`src/rtl/threshold_qgram_profile_distance_macros.svh`:
```
// Assertion macros used by the datapath RTL of the q-gram profile distance block.
`ifndef THRESHOLD_QGRAM_PROFILE_DISTANCE_MACROS_SVH
`define THRESHOLD_QGRAM_PROFILE_DISTANCE_MACROS_SVH

// Consequent must hold in the same cycle as the antecedent.
`define TQPD_ASSERT_SAME(lbl, clk, rst_n, ante, cons, msg) \
	lbl: assert property (@(posedge clk) disable iff (!rst_n) (ante) |-> (cons)) else $error(msg);

// Consequent must hold in the cycle after the antecedent.
`define TQPD_ASSERT_NEXT(lbl, clk, rst_n, ante, cons, msg) \
	lbl: assert property (@(posedge clk) disable iff (!rst_n) (ante) |=> (cons)) else $error(msg);

`endif

```
`src/rtl/tqpd_pkg.sv`:
```
//------------------------------------------------------------------------------
// tqpd_pkg
// Shared constants, codes and controller/datapath interface structs.
//------------------------------------------------------------------------------
`timescale 1ns / 1ps
`default_nettype none
package tqpd_pkg;
	localparam int MAX_ENTRIES_DEF   = 1024;
	localparam int MAX_THRESHOLD_DEF = 6;

	localparam int KEY_W   = 64;
	localparam int THR_W   = 3;
	localparam int STAT_W  = 2;
	localparam int TOT_W   = 11;
	localparam int BCNT_W  = 3;
	localparam int PADDR_W = 3;
	localparam int PDATA_W = 32;

	localparam logic [THR_W-1:0] THRESHOLD_RESET = 3'd2;
	localparam logic [PADDR_W-1:0] ADDR_THRESHOLD = 3'd0;

	localparam logic OP_INSERT = 1'b0;
	localparam logic OP_REPORT = 1'b1;
	localparam logic KIND_INSERT = 1'b0;
	localparam logic KIND_BIN    = 1'b1;

	localparam logic [STAT_W-1:0] INS_NEW  = 2'd0;
	localparam logic [STAT_W-1:0] INS_HIT  = 2'd1;
	localparam logic [STAT_W-1:0] INS_FULL = 2'd2;

	typedef struct packed {
		logic init_wr;
		logic ins_start;
		logic slot_rd;
		logic ent_rd_probe;
		logic probe_eval;
		logic ins_out;
		logic rpt_start;
		logic clr;
		logic walk_rd;
		logic walk_bin;
		logic hist_rd;
		logic walk_wr;
		logic emit_out;
	} cmd_t;

	typedef struct packed {
		logic init_done;
		logic occupied;
		logic hit;
		logic empty;
		logic clr_done;
		logic walk_done;
		logic out_free;
		logic emit_last;
	} sts_t;
endpackage
`default_nettype wire

```
`src/rtl/tqpd_ctrl.sv`:
```
//------------------------------------------------------------------------------
// tqpd_ctrl
// Sequencer for slot table init, insert probing, histogram clear, entry walk and bin emission.
//------------------------------------------------------------------------------
`timescale 1ns / 1ps
`default_nettype none
module tqpd_ctrl (
	input  wire logic clk,
	input  wire logic arst_n,
	input  wire logic in_valid,
	input  wire logic in_op,
	output logic in_ready,
	input  wire tqpd_pkg::sts_t sts,
	output tqpd_pkg::cmd_t cmd
);
	localparam logic [3:0] S_IDLE = 4'd0;
	localparam logic [3:0] S_HRD  = 4'd1;
	localparam logic [3:0] S_HCHK = 4'd2;
	localparam logic [3:0] S_ECHK = 4'd3;
	localparam logic [3:0] S_IOUT = 4'd4;
	localparam logic [3:0] S_CLR  = 4'd5;
	localparam logic [3:0] S_WRD  = 4'd6;
	localparam logic [3:0] S_WBIN = 4'd7;
	localparam logic [3:0] S_WHRD = 4'd8;
	localparam logic [3:0] S_WWR  = 4'd9;
	localparam logic [3:0] S_ERD  = 4'd10;
	localparam logic [3:0] S_EOUT = 4'd11;
	localparam logic [3:0] S_INIT = 4'd12;

	logic [3:0] state_q;
	logic [3:0] state_d;

	always_comb begin
		cmd = '0;
		state_d = state_q;
		in_ready = 1'b0;
		unique case (state_q)
			S_INIT: begin
				// Every slot gets a defined pointer before the first lookup.
				cmd.init_wr = 1'b1;
				if (sts.init_done) state_d = S_IDLE;
			end
			S_IDLE: begin
				in_ready = 1'b1;
				if (in_valid) begin
					if (in_op == tqpd_pkg::OP_INSERT) begin
						cmd.ins_start = 1'b1;
						state_d = S_HRD;
					end else begin
						cmd.rpt_start = 1'b1;
						state_d = S_CLR;
					end
				end
			end
			S_HRD: begin
				cmd.slot_rd = 1'b1;
				state_d = S_HCHK;
			end
			S_HCHK: begin
				cmd.ent_rd_probe = 1'b1;
				state_d = S_ECHK;
			end
			S_ECHK: begin
				cmd.probe_eval = 1'b1;
				state_d = (sts.occupied && !sts.hit) ? S_HRD : S_IOUT;
			end
			S_IOUT: begin
				if (sts.out_free) begin
					cmd.ins_out = 1'b1;
					state_d = S_IDLE;
				end
			end
			S_CLR: begin
				cmd.clr = 1'b1;
				if (sts.clr_done) state_d = sts.empty ? S_ERD : S_WRD;
			end
			S_WRD: begin
				cmd.walk_rd = 1'b1;
				state_d = S_WBIN;
			end
			S_WBIN: begin
				cmd.walk_bin = 1'b1;
				state_d = S_WHRD;
			end
			S_WHRD: begin
				cmd.hist_rd = 1'b1;
				state_d = S_WWR;
			end
			S_WWR: begin
				cmd.walk_wr = 1'b1;
				state_d = sts.walk_done ? S_ERD : S_WRD;
			end
			S_ERD: begin
				cmd.hist_rd = 1'b1;
				state_d = S_EOUT;
			end
			S_EOUT: begin
				if (sts.out_free) begin
					cmd.emit_out = 1'b1;
					state_d = sts.emit_last ? S_IDLE : S_ERD;
				end
			end
			default: state_d = S_IDLE;
		endcase
	end

	always_ff @(posedge clk or negedge arst_n) begin
		if (!arst_n) state_q <= S_INIT;
		else state_q <= state_d;
	end
endmodule
`default_nettype wire

```
`config.mk`:
```
export PLATFORM = sky130hd
export DESIGN_NAME = tqpd_ctrl
export DESIGN_NICKNAME = d
export VERILOG_FILES = /design/src/rtl/threshold_qgram_profile_distance_macros.svh /design/src/rtl/tqpd_pkg.sv /design/src/rtl/tqpd_ctrl.sv
export SDC_FILE = /design/constraint.sdc
export NUM_CORES = 1
export LEC_CHECK = 0
export ABC_AREA = 1
export BUFFER_PORTS_ARGS = -buffer_cell sky130_fd_sc_hd__buf_2
export CORE_MARGIN = 2
export CORE_UTILIZATION = 38
export CTS_CLUSTER_DIAMETER = 60
export DETAILED_ROUTE_END_ITERATION = 6
export PLACE_DENSITY = 0.72
export SLEW_MARGIN = 20
export SYNTH_ARGS = -nofsm -noshare
export SYNTH_HDL_FRONTEND = slang
export SYNTH_SLANG_ARGS = --single-unit
```
`constraint.sdc`:
```
create_clock -name clk -period 1.2 [get_ports clk]
set_clock_uncertainty 0.05 [all_clocks]
set_input_delay 0.12 -clock clk [delete_from_list [all_inputs] [get_ports clk]]
set_output_delay 0.12 -clock clk [all_outputs]
set_load 0.02 [all_outputs]
```
==> results of run 1 <==
==> kinds of logic (layout without fill, tap and decap cells) <==
logic type | count (synthesis) | count (layout)
buffers and inverters | 20 | 66
AO/OA/AOI/OAI | 6 | 6
flip-flops | 4 | 4
AND/OR/NAND/NOR | 54 | 54
==> Yosys cell counts, drive strengths merged <==
library cell / instances / area share
nand2: 20 / 0.16
inv: 19 / 0.14
nor2: 17 / 0.20
nand3: 13 / 0.15
nor3: 3 / 0.030
o211ai: 3 / 0.045
o21ai: 3 / 0.030
dfrtp: 2 / 0.10
dfstp: 2 / 0.11
buf: 1 / 0.023
nor4: 1 / 0.013
==> critical path, stage by stage, from the launching register on <==
cell and delay (ns):
dfstp_2 0.60, inv_2 0.07, nor2_4 0.14, inv_4 0.07
nor3_4 0.11, buf_6 0.14
==> power by group <==
part	total [uW]	switching, uW	internal, uW
Clock	192	66.4	125
Combinational	1790	1010	776
Sequential	366	145	221
Total	2350	1220	1120
==> layout make-up <==
cell class,count,area [sq um]
fillers,80,294
well taps,15,18.8
repair buffers,43,332
multi-input cells,60,417
flip-flops and latches,4,105
clock buffers,4,26.3
inverters,19,76.3
==> timing repair <==
action                     in CTS  in global routing
hold endpoints to repair        4                  0
gates resized for setup        23                 21
buffers inserted                5                  3
setup endpoints to repair      18                 18
pin swaps                       6                  5
hold buffers                    1                  0
gates cloned                    0                  0
==> stage by stage <==
stage	area, sq um	cells	hold WS [ns]
2_1_floorplan	537	84	-0.226
3_3_place_gp	737	132	-0.125
3_5_place_dp	737	132	-0.124
4_1_cts	872	142	0.167
5_1_grt	975	145	0.204
6_report	975	145	0.184
==> final timing paths <==
| kind | to | slack [ns] | cells past startpoint |
|---|---|---|---|
| setup / recovery | cmd[7] | -0.33 | 5 |
| hold / removal | state_q[0] | 0.18 | 2 |
| setup reg to reg | state_q[0] | -0.30 | 8 |
| hold reg to reg | state_q[3] | 0.52 | 2 |
| max in group asynchronous | state_q[2] | 0.70 | 2 |
| min in group clk | state_q[2] | 0.20 | 6 |
==> metal layers <==
metal,part of all wire,vias to the layer above,track usage
met2,0.54,18,0.440
met1,0.41,335,0.235
met3,0.032,5,0.0556
met4,0.017,0,0.0500
met5,0,-,0
li1,-,355,-
==> reports/qor.yml, run 1 <==
outcome: "finished, violations left"
violations: "setup timing"
cts_buffer_depth: 2
totalWireLength_mm: 1.90
ys_ff_latch: 4
synth_top_family_by_area: "simple AND/OR/NAND/NOR gates"
dieArea_sq_um: 1620
end_kind: "output pin"
antenna_found_initial: 0
via_count: 713
drive_above_1_share: 0.615
ant_nets: 0
period_share: 1.28
synth_cell_type_count: 16
grt_usage: 0.224
start_util: 0.393
h-tree-depth: 1
post-route-util: 0.768
synth.avg_cell_area_sq_um: 5.93
io_buffers: 25
synth_fa_ha_area_frac: 0
cts_sinks: 4
fin_ws_ns: -0.331
p_per_area_nw_per_um2: 2410
arrival_ns: 1.36
hp-class: "in2async"
cellLeakagePower_uw: 0.000521
dp_slack_ns: -0.166
syn_area_sq_um: 498
critPathKind: "reg2out"
clockRootBuffer: "clkbuf_4"
num_antenna_cells: 0
drc_errors: 0
synthToLayoutAreaGrowth_pct: 95.7
grt_first_pass_wirelength_mm: 2.42
synth_cells: 84
io_pins: 26
top_regs: "state_q: 4 flops"
worstMarginPinSlew_ns: 0.284
cts_made_buffers: 3
die_y_um: 40.2
fin_crit_ns: 1.53
report.final.slew_viol_count: 0
hold_viol: 0
fmax_mhz: 653
synth-simple-area-share: 0.553
setup_tns_ns: -5.15
final_cell_mix: "buf_4 (22), nand2_1 (17), inv_1 (11), buf_2 (11), nor2_4 (10)"
dr.pass1.iters: 4
gp_congestion: 0.856
startpoint_type: "flip-flop"
r2r-start: "state_q[2]"
cp_max_fo: 5
largest_reg_flops: 4
worstSkewPairLatency_ns: 0.24
regMostFlops: "state_q"
slew_headroom: 0.811
fin_nets: 143
grt_start_max_net_pins: 8
cts.clk_slew.worst_paths_ns: 0.04
yosysSeqAreaShare: 0.206
setup_viol: 18
first_global_vias: 612
irDropWorstVdd_uv: 1160
wl_per_cell_um: 13.1
power_uw: 2350
synthMuxAreaShare: 0
fp.dieW_um: 40.2
worstSetupStartpoint: "state_q[2]"
grt_overflow_total: 0
core_sq_um: 1270
max-cap-violations: 0
synth_warnings: 0
rows: 13
synth_xor_area_frac: 0
synth_fp_nets: 96
hpwl_mm: 1.19
final_common_cell: "buf_4"
drtIter0Drc: 13
cp.required_ns: 1.03
avgViaCountPerCell: 4.92
rsz0062_at_grt: "yes"
synth_compound_area_frac: 0.0754
cts_tree: "built"
(Power assumes the default switching activity.)
==> run 2: changes to the inputs <==
CORE_MARGIN = 4   (was 2)
==> run 2 against run 1 <==
  * Highest routed layer unchanged
  * Fmax shrank 0.76%
  * The flow still finishes with violations (setup timing)
  * Worst hold slack lost 0.016 ns
  * Via count grew 5.6%
  * Wire length grew 5.4%
  * Sequential share of layout area shrank 0.31 points
  * Non-clock buffer count grew 3
  * Utilization grew 8.9 points
==> reports/qor.yml, run 2 (synthesis results as in run 1) <==
outcome: "finished, violations left"
violations: "setup timing"
cts_buffer_depth: 2  # unchanged
antenna_found_initial: 0  # unchanged
fin_nets: 146  # +2.1%
seqPwrFrac: 0.142  # -0.014
totalWireLength_mm: 2.00  # +5.4%
p_sw_frac: 0.507  # -0.0140
fin_crit_ns: 1.54  # +0.0117 ns
num_antenna_cells: 0  # unchanged
regMostFlops: "state_q"
p_switching_uw: 1230  # +0.34%
drtIter0Drc: 26  # +13
avgViaCountPerCell: 5.12  # +4.2%
grt_start_max_net_pins: 7  # -1
final_cell_mix: "buf_4 (23), nand2_1 (16), inv_1 (11), buf_2 (11), buf_6 (11)"
whs_ns: 0.169  # -0.0156 ns
seq_area_sq_um: 105  # unchanged
dieArea_sq_um: 1950  # +21%
cts_sinks: 4  # unchanged
fin_ws_ns: -0.342  # -0.0117 ns
startpoint_type: "flip-flop"
wl_per_cell_um: 13.6  # +3.9%
comb_power_share: 0.785  # +0.023
post-route-util: 0.857  # +0.0886
arrival_ns: 1.37  # about the same
rows: 12  # -1
h-tree-depth: 1  # unchanged
first_global_vias: 715  # +17%
hp-class: "in2async"
drc_errors: 0  # unchanged
drive_above_1_share: 0.617  # +0.00116
max-cap-violations: 0  # unchanged
multi_input_area_sq_um: 412  # -1.2%
io_pins: 26  # unchanged
worstMarginPinSlew_ns: 0.253  # -0.0306 ns
top_regs: "state_q: 4 flops"
die_y_um: 44.2  # +10%
setup_viol: 18  # unchanged
cts.clk_slew.worst_paths_ns: 0.04  # about the same
hpwl_mm: 1.29  # +8.9%
postLayoutCellArea_sq_um: 1000  # +3.0%
final_common_cell: "buf_4"
hold_viol: 0  # unchanged
worstSkewPairLatency_ns: 0.23  # about the same
intPower_uw: 1190  # +6.1%
grt_usage: 0.197  # -0.0267
cp.required_ns: 1.03  # about the same
via_count: 753  # +5.6%
p_clk_frac: 0.073  # -0.009
clockRootBuffer: "clkbuf_4"
cp_max_fo: 5  # unchanged
synthToLayoutAreaGrowth_pct: 102
ant_nets: 0  # unchanged
rsz0062_at_grt: "yes"
fp.dieW_um: 44.2  # +10%
end_kind: "output pin"
cts_tree: "built"
report.final.slew_viol_count: 0  # unchanged
cts_made_buffers: 3  # unchanged
gp_congestion: 0.920  # +7.4%
fmax_mhz: 648  # -0.76%
period_share: 1.29  # +0.00973
p_per_area_nw_per_um2: 2410  # +0.15%
placed_area_sq_um: 758  # +2.9%
grt_first_pass_wirelength_mm: 2.90  # +20%
start_util: 0.425  # +0.0327
cellLeakagePower_uw: 0.000534  # +2.5%
largest_reg_flops: 4  # unchanged
fillers: 69  # -14%
irDropWorstVdd_uv: 1490  # +29%
dr.pass1.iters: 4  # unchanged
grt_overflow_total: 0  # unchanged
critPathKind: "reg2out"
io_buffers: 25  # unchanged
core_sq_um: 1170  # -7.7%
slew_headroom: 0.831  # +0.0204
## run 2: metal layers
metal  GRT usage  up-vias  wire, um
met5           0        -         0
met4      0.0964        0        42
met3      0.0325        6       151
met2       0.340       49      1060
met1       0.234      339       749
li1            -      359         -
## run 2: per-stage QoR
stage,total power (uW),setup TNS (ns),worst slack (ns),cells
CTS,2070,-4.44,-0.330,144
global placement,1630,-0.971,-0.107,134
finish,2420,-4.77,-0.342,147
detailed placement,1640,-1.25,-0.162,134
floorplan,1190,-0.486,-0.0920,84
global route,2610,-6.07,-0.411,147
## run 2: final timing paths
check / startpoint / end / slack (ns) / depth (start not counted)
worst max-delay path: state_q[2] / cmd[11] / -0.34 / 4
worst min-delay path: arst_n / state_q[1] / 0.17 / 2
worst max register to register: state_q[2] / state_q[0] / -0.31 / 8
worst min register to register: state_q[3] / state_q[3] / 0.49 / 2
max in group asynchronous: arst_n / state_q[3] / 0.72 / 2
min in group clk: sts[4] / state_q[2] / 0.22 / 6
## run 2: what timing repair did
item	CTS	global route
resized for setup	23	23
endpoints found under the setup margin	18	18
endpoints found under the hold margin	4	0
setup buffers	5	3
pin swaps	6	7
hold buffers	1	0
## run 2: cell type report
class                      instances  area share
clock buffer                       4      0.0262
sequential                         4       0.105
timing repair buffer              46       0.360
inverter                          19      0.0810
multi-input combinational         60       0.410
tap                               14      0.0175
## run 2: power by group through the flow
stage	Combinational, uW	Sequential, uW	Clock (uW)
floorplan	904	285	0
global placement	1320	308	0
detailed placement	1320	314	0
CTS	1560	327	186
global route	2050	359	197
finish	1900	343	177
## run 2: worst max-delay path: stages, from the launching register on
cell and delay [ns]:
dfstp_2 0.40, nor2_4 0.19, clkinv_4 0.12, nor4_4 0.24
buf_4 0.19
==> run 3: changes to the inputs <==
==> constraint.sdc (replaced) <==
create_clock -name clk -period 1.2 [get_ports clk]
set_clock_uncertainty 0.05 [all_clocks]
set_input_delay 0.18 -clock clk [delete_from_list [all_inputs] [get_ports clk]]
set_output_delay 0.18 -clock clk [all_outputs]
set_load 0.02 [all_outputs]
==> run 3 against run 2 <==
  * The flow now stops in global routing (5_1_grt)
  * Synthesized cell count unchanged
  * Area after synthesis unchanged
==> reports/qor.yml, run 3 <==
outcome: "stopped before the end"
stop_stage: "global routing (5_1_grt)"
toolErrorMsg: "[ERROR DPL-0038] Utilization greater than 100%, impossible to legalize"
io_buffers: 25  # unchanged
synth_edf_count: 0  # unchanged
h-tree-depth: 1  # unchanged
die_y_um: 44.2  # unchanged
grt_start_max_net_pins: 6
syn_area_sq_um: 498  # unchanged
cts_made_buffers: 3  # unchanged
synth.avg_cell_area_sq_um: 5.93  # unchanged
rows: 12  # unchanged
yosysSeqAreaShare: 0.206  # unchanged
yosys.area.top_type_share: 0.136  # unchanged
synth_warnings: 0  # unchanged
synth.most_common_cell: "nand2_1"
hpwl_mm: 1.34  # +3.5%
synth_area_leader_cell: "nand2_1"
worst_endpoint: "cmd[0]"
gp_congestion: 0.830  # -9.7%
cts_sinks: 4  # unchanged
worst-ep-kind: "top-level output"
ys_ff_latch: 4  # unchanged
synth_cells: 84  # unchanged
fp.dieW_um: 44.2  # unchanged
placed_area_sq_um: 774  # +2.1%
synth_fp_nets: 96  # unchanged
synthTopCellsByCount: "nand2_1 (18), inv_1 (13), nand3_1 (11), nor2_1 (9), inv_2 (6)"
io_pins: 26  # unchanged
synth_cell_type_count: 16  # unchanged
cts_buffer_depth: 2  # unchanged
start_util: 0.425  # unchanged
synth_ff_type: "dfstp_2"
synth-async-reset-ratio: 1.00  # unchanged
synth_area_leaders: "nand2_1 (14%), nand3_1 (11%), dfstp_2 (11%)"
clockRootBuffer: "clkbuf_4"
run 3: what timing repair did:
action,CTS
endpoints found under the hold margin,4
hold buffers,1
setup buffers,12
setup endpoints to repair,18
resized for setup,46
pin swaps,9
run 3: logic make-up after synthesis:
kind of cell / share of synthesized area
flops: 0.206
compound gates: 0.0754
buf+inv: 0.166
simple gates: 0.553
run 3: stage by stage:
step	std cells	setup TNS, ns	setup WS [ns]	util	hold WS [ns]
4_1_cts	151	-5.60	-0.401	0.900	0.208
2_1_floorplan	84	-0.708	-0.101	-	-0.166
3_5_place_dp	134	-2.04	-0.195	0.661	-0.0607
3_3_place_gp	134	-1.71	-0.145	0.661	-0.0625
==> run 4: changes to the inputs <==
CORE_AREA = 4 4 65 67   (was not set)
CORE_MARGIN = not set   (was 4)
CORE_UTILIZATION = not set   (was 38)
CTS_CLUSTER_DIAMETER = not set   (was 60)
DIE_AREA = 0 0 69 71   (was not set)
PLACE_DENSITY = not set   (was 0.72)
PLACE_DENSITY_LB_ADDON = 0.15   (was not set)
clock period = 1.56 ns   (was 1.2 ns; I/O delays follow)
==> run 4 against run 3 <==
  * The flow now finishes without violations
==> reports/qor.yml, run 4 (synthesis results as in run 1) <==
rows: 22  # +10
totalWireLength_mm: 1.74
ant_nets: 0
num_antenna_cells: 0
regMostFlops: "state_q"
antenna_found_initial: 0
final_cell_mix: "nand2_1 (18), buf_2 (18), buf_4 (14)"
cp_max_fo: 3
end_kind: "output pin"
worstMarginPinSlew_ns: 0.195
fin_ws_ns: 0.0106
setup_tns_ns: 0
start_util: 0.137  # -0.288
fin_nets: 134
cts_made_buffers: 3  # unchanged
cellLeakagePower_uw: 0.000469
hpwl_mm: 1.37  # +2.1%
fp.dieW_um: 69  # +56%
worstSkewPairLatency_ns: 0.22
wl_per_cell_um: 10.3
cts_buffer_depth: 2  # unchanged
avgViaCountPerCell: 3.76
dieArea_sq_um: 4900
dp_slack_ns: 0.0991  # +0.294 ns
hp-class: "in2async"
hold_viol: 0
slew_headroom: 0.869
startpoint_type: "flip-flop"
period_share: 0.993
gp_congestion: 0.756  # -8.9%
top_regs: "state_q: 4 flops"
critPathKind: "reg2out"
power_uw: 1540
cts.clk_slew.worst_paths_ns: 0.03
irDropWorstVdd_uv: 372
dr.pass1.iters: 3
io_buffers: 25  # unchanged
drc_errors: 0
cts_tree: "built"
cts_sinks: 4  # unchanged
p_per_area_nw_per_um2: 1770
max-cap-violations: 0
cp.required_ns: 1.28
drive_above_1_share: 0.545
grt_first_pass_wirelength_mm: 2.93
rsz0062_at_grt: "yes"
fmax_mhz: 645
outcome: "finished, final reports clean"
arrival_ns: 1.27
fin_crit_ns: 1.55
first_global_vias: 629
setup_viol: 0
clockRootBuffer: "clkbuf_8"
drtIter0Drc: 7
core_sq_um: 3630
grt_usage: 0.0725
report.final.slew_viol_count: 0
grt_start_max_net_pins: 7
via_count: 636
largest_reg_flops: 4
grt_overflow_total: 0
synthToLayoutAreaGrowth_pct: 74.9
h-tree-depth: 1  # unchanged
io_pins: 26  # unchanged
die_y_um: 71  # +61%
==> run 4: worst max-delay path, stage by stage, from the launching register on <==
cell and delay (ns):
dfstp_2 0.56, inv_2 0.07, nor2_4 0.10, inv_2 0.06, nor3_2 0.10, buf_4 0.16
==> run 4: power by group <==
part	internal, uW	total, uW	switching [uW]
clock network	174	226	51.7
logic	405	1060	651
registers	170	256	86.3
total	750	1540	789
==> run 4: metrics by stage <==
stage,hold WS (ns),utilization,instance area (sq um),instances
2_1_floorplan,-0.112,-,504,84
3_3_place_gp,-0.00196,0.189,686,157
3_5_place_dp,-0.00513,0.189,686,157
4_1_cts,0.310,0.221,803,168
5_1_grt,0.305,0.240,871,169
6_report,0.302,0.240,871,169
==> run 4: routing by layer <==
layer | vias up | global-route usage | share of wire
met5 | - | 0 | 0
met4 | 0 | 0.0195 | 0.0040
met3 | 2 | 0.0199 | 0.028
met2 | 12 | 0.125 | 0.51
met1 | 281 | 0.0885 | 0.45
li1 | 341 | - | -
==> run 4: layout make-up <==
class,instances,area (sq um)
well taps,48,60.1
multi-input cells,60,373
clock buffers,4,45.0
repair buffers,34,216
inverters,19,71.3
flip-flops and latches,4,105
fillers,419,2760
==> run 4: path summary, 6_finish.rpt <==
check / startpoint / endpoint / cells past startpoint / slack [ns]
min in group clk: sts[4] / state_q[2] / 6 / 0.31
max in group asynchronous: arst_n / state_q[3] / 2 / 0.94
max reg2reg: state_q[3] / state_q[3] / 8 / 0.09
max: state_q[3] / cmd[0] / 5 / 0.01
min: arst_n / state_q[0] / 2 / 0.30
min reg2reg: state_q[3] / state_q[3] / 3 / 0.61
==> run 4: repair_timing <==
action,CTS,global route
pin swaps,2,3
setup buffers,6,1
resized for setup,6,17
hold buffers,1,0
setup endpoints to repair,10,14
hold endpoints to repair,4,0
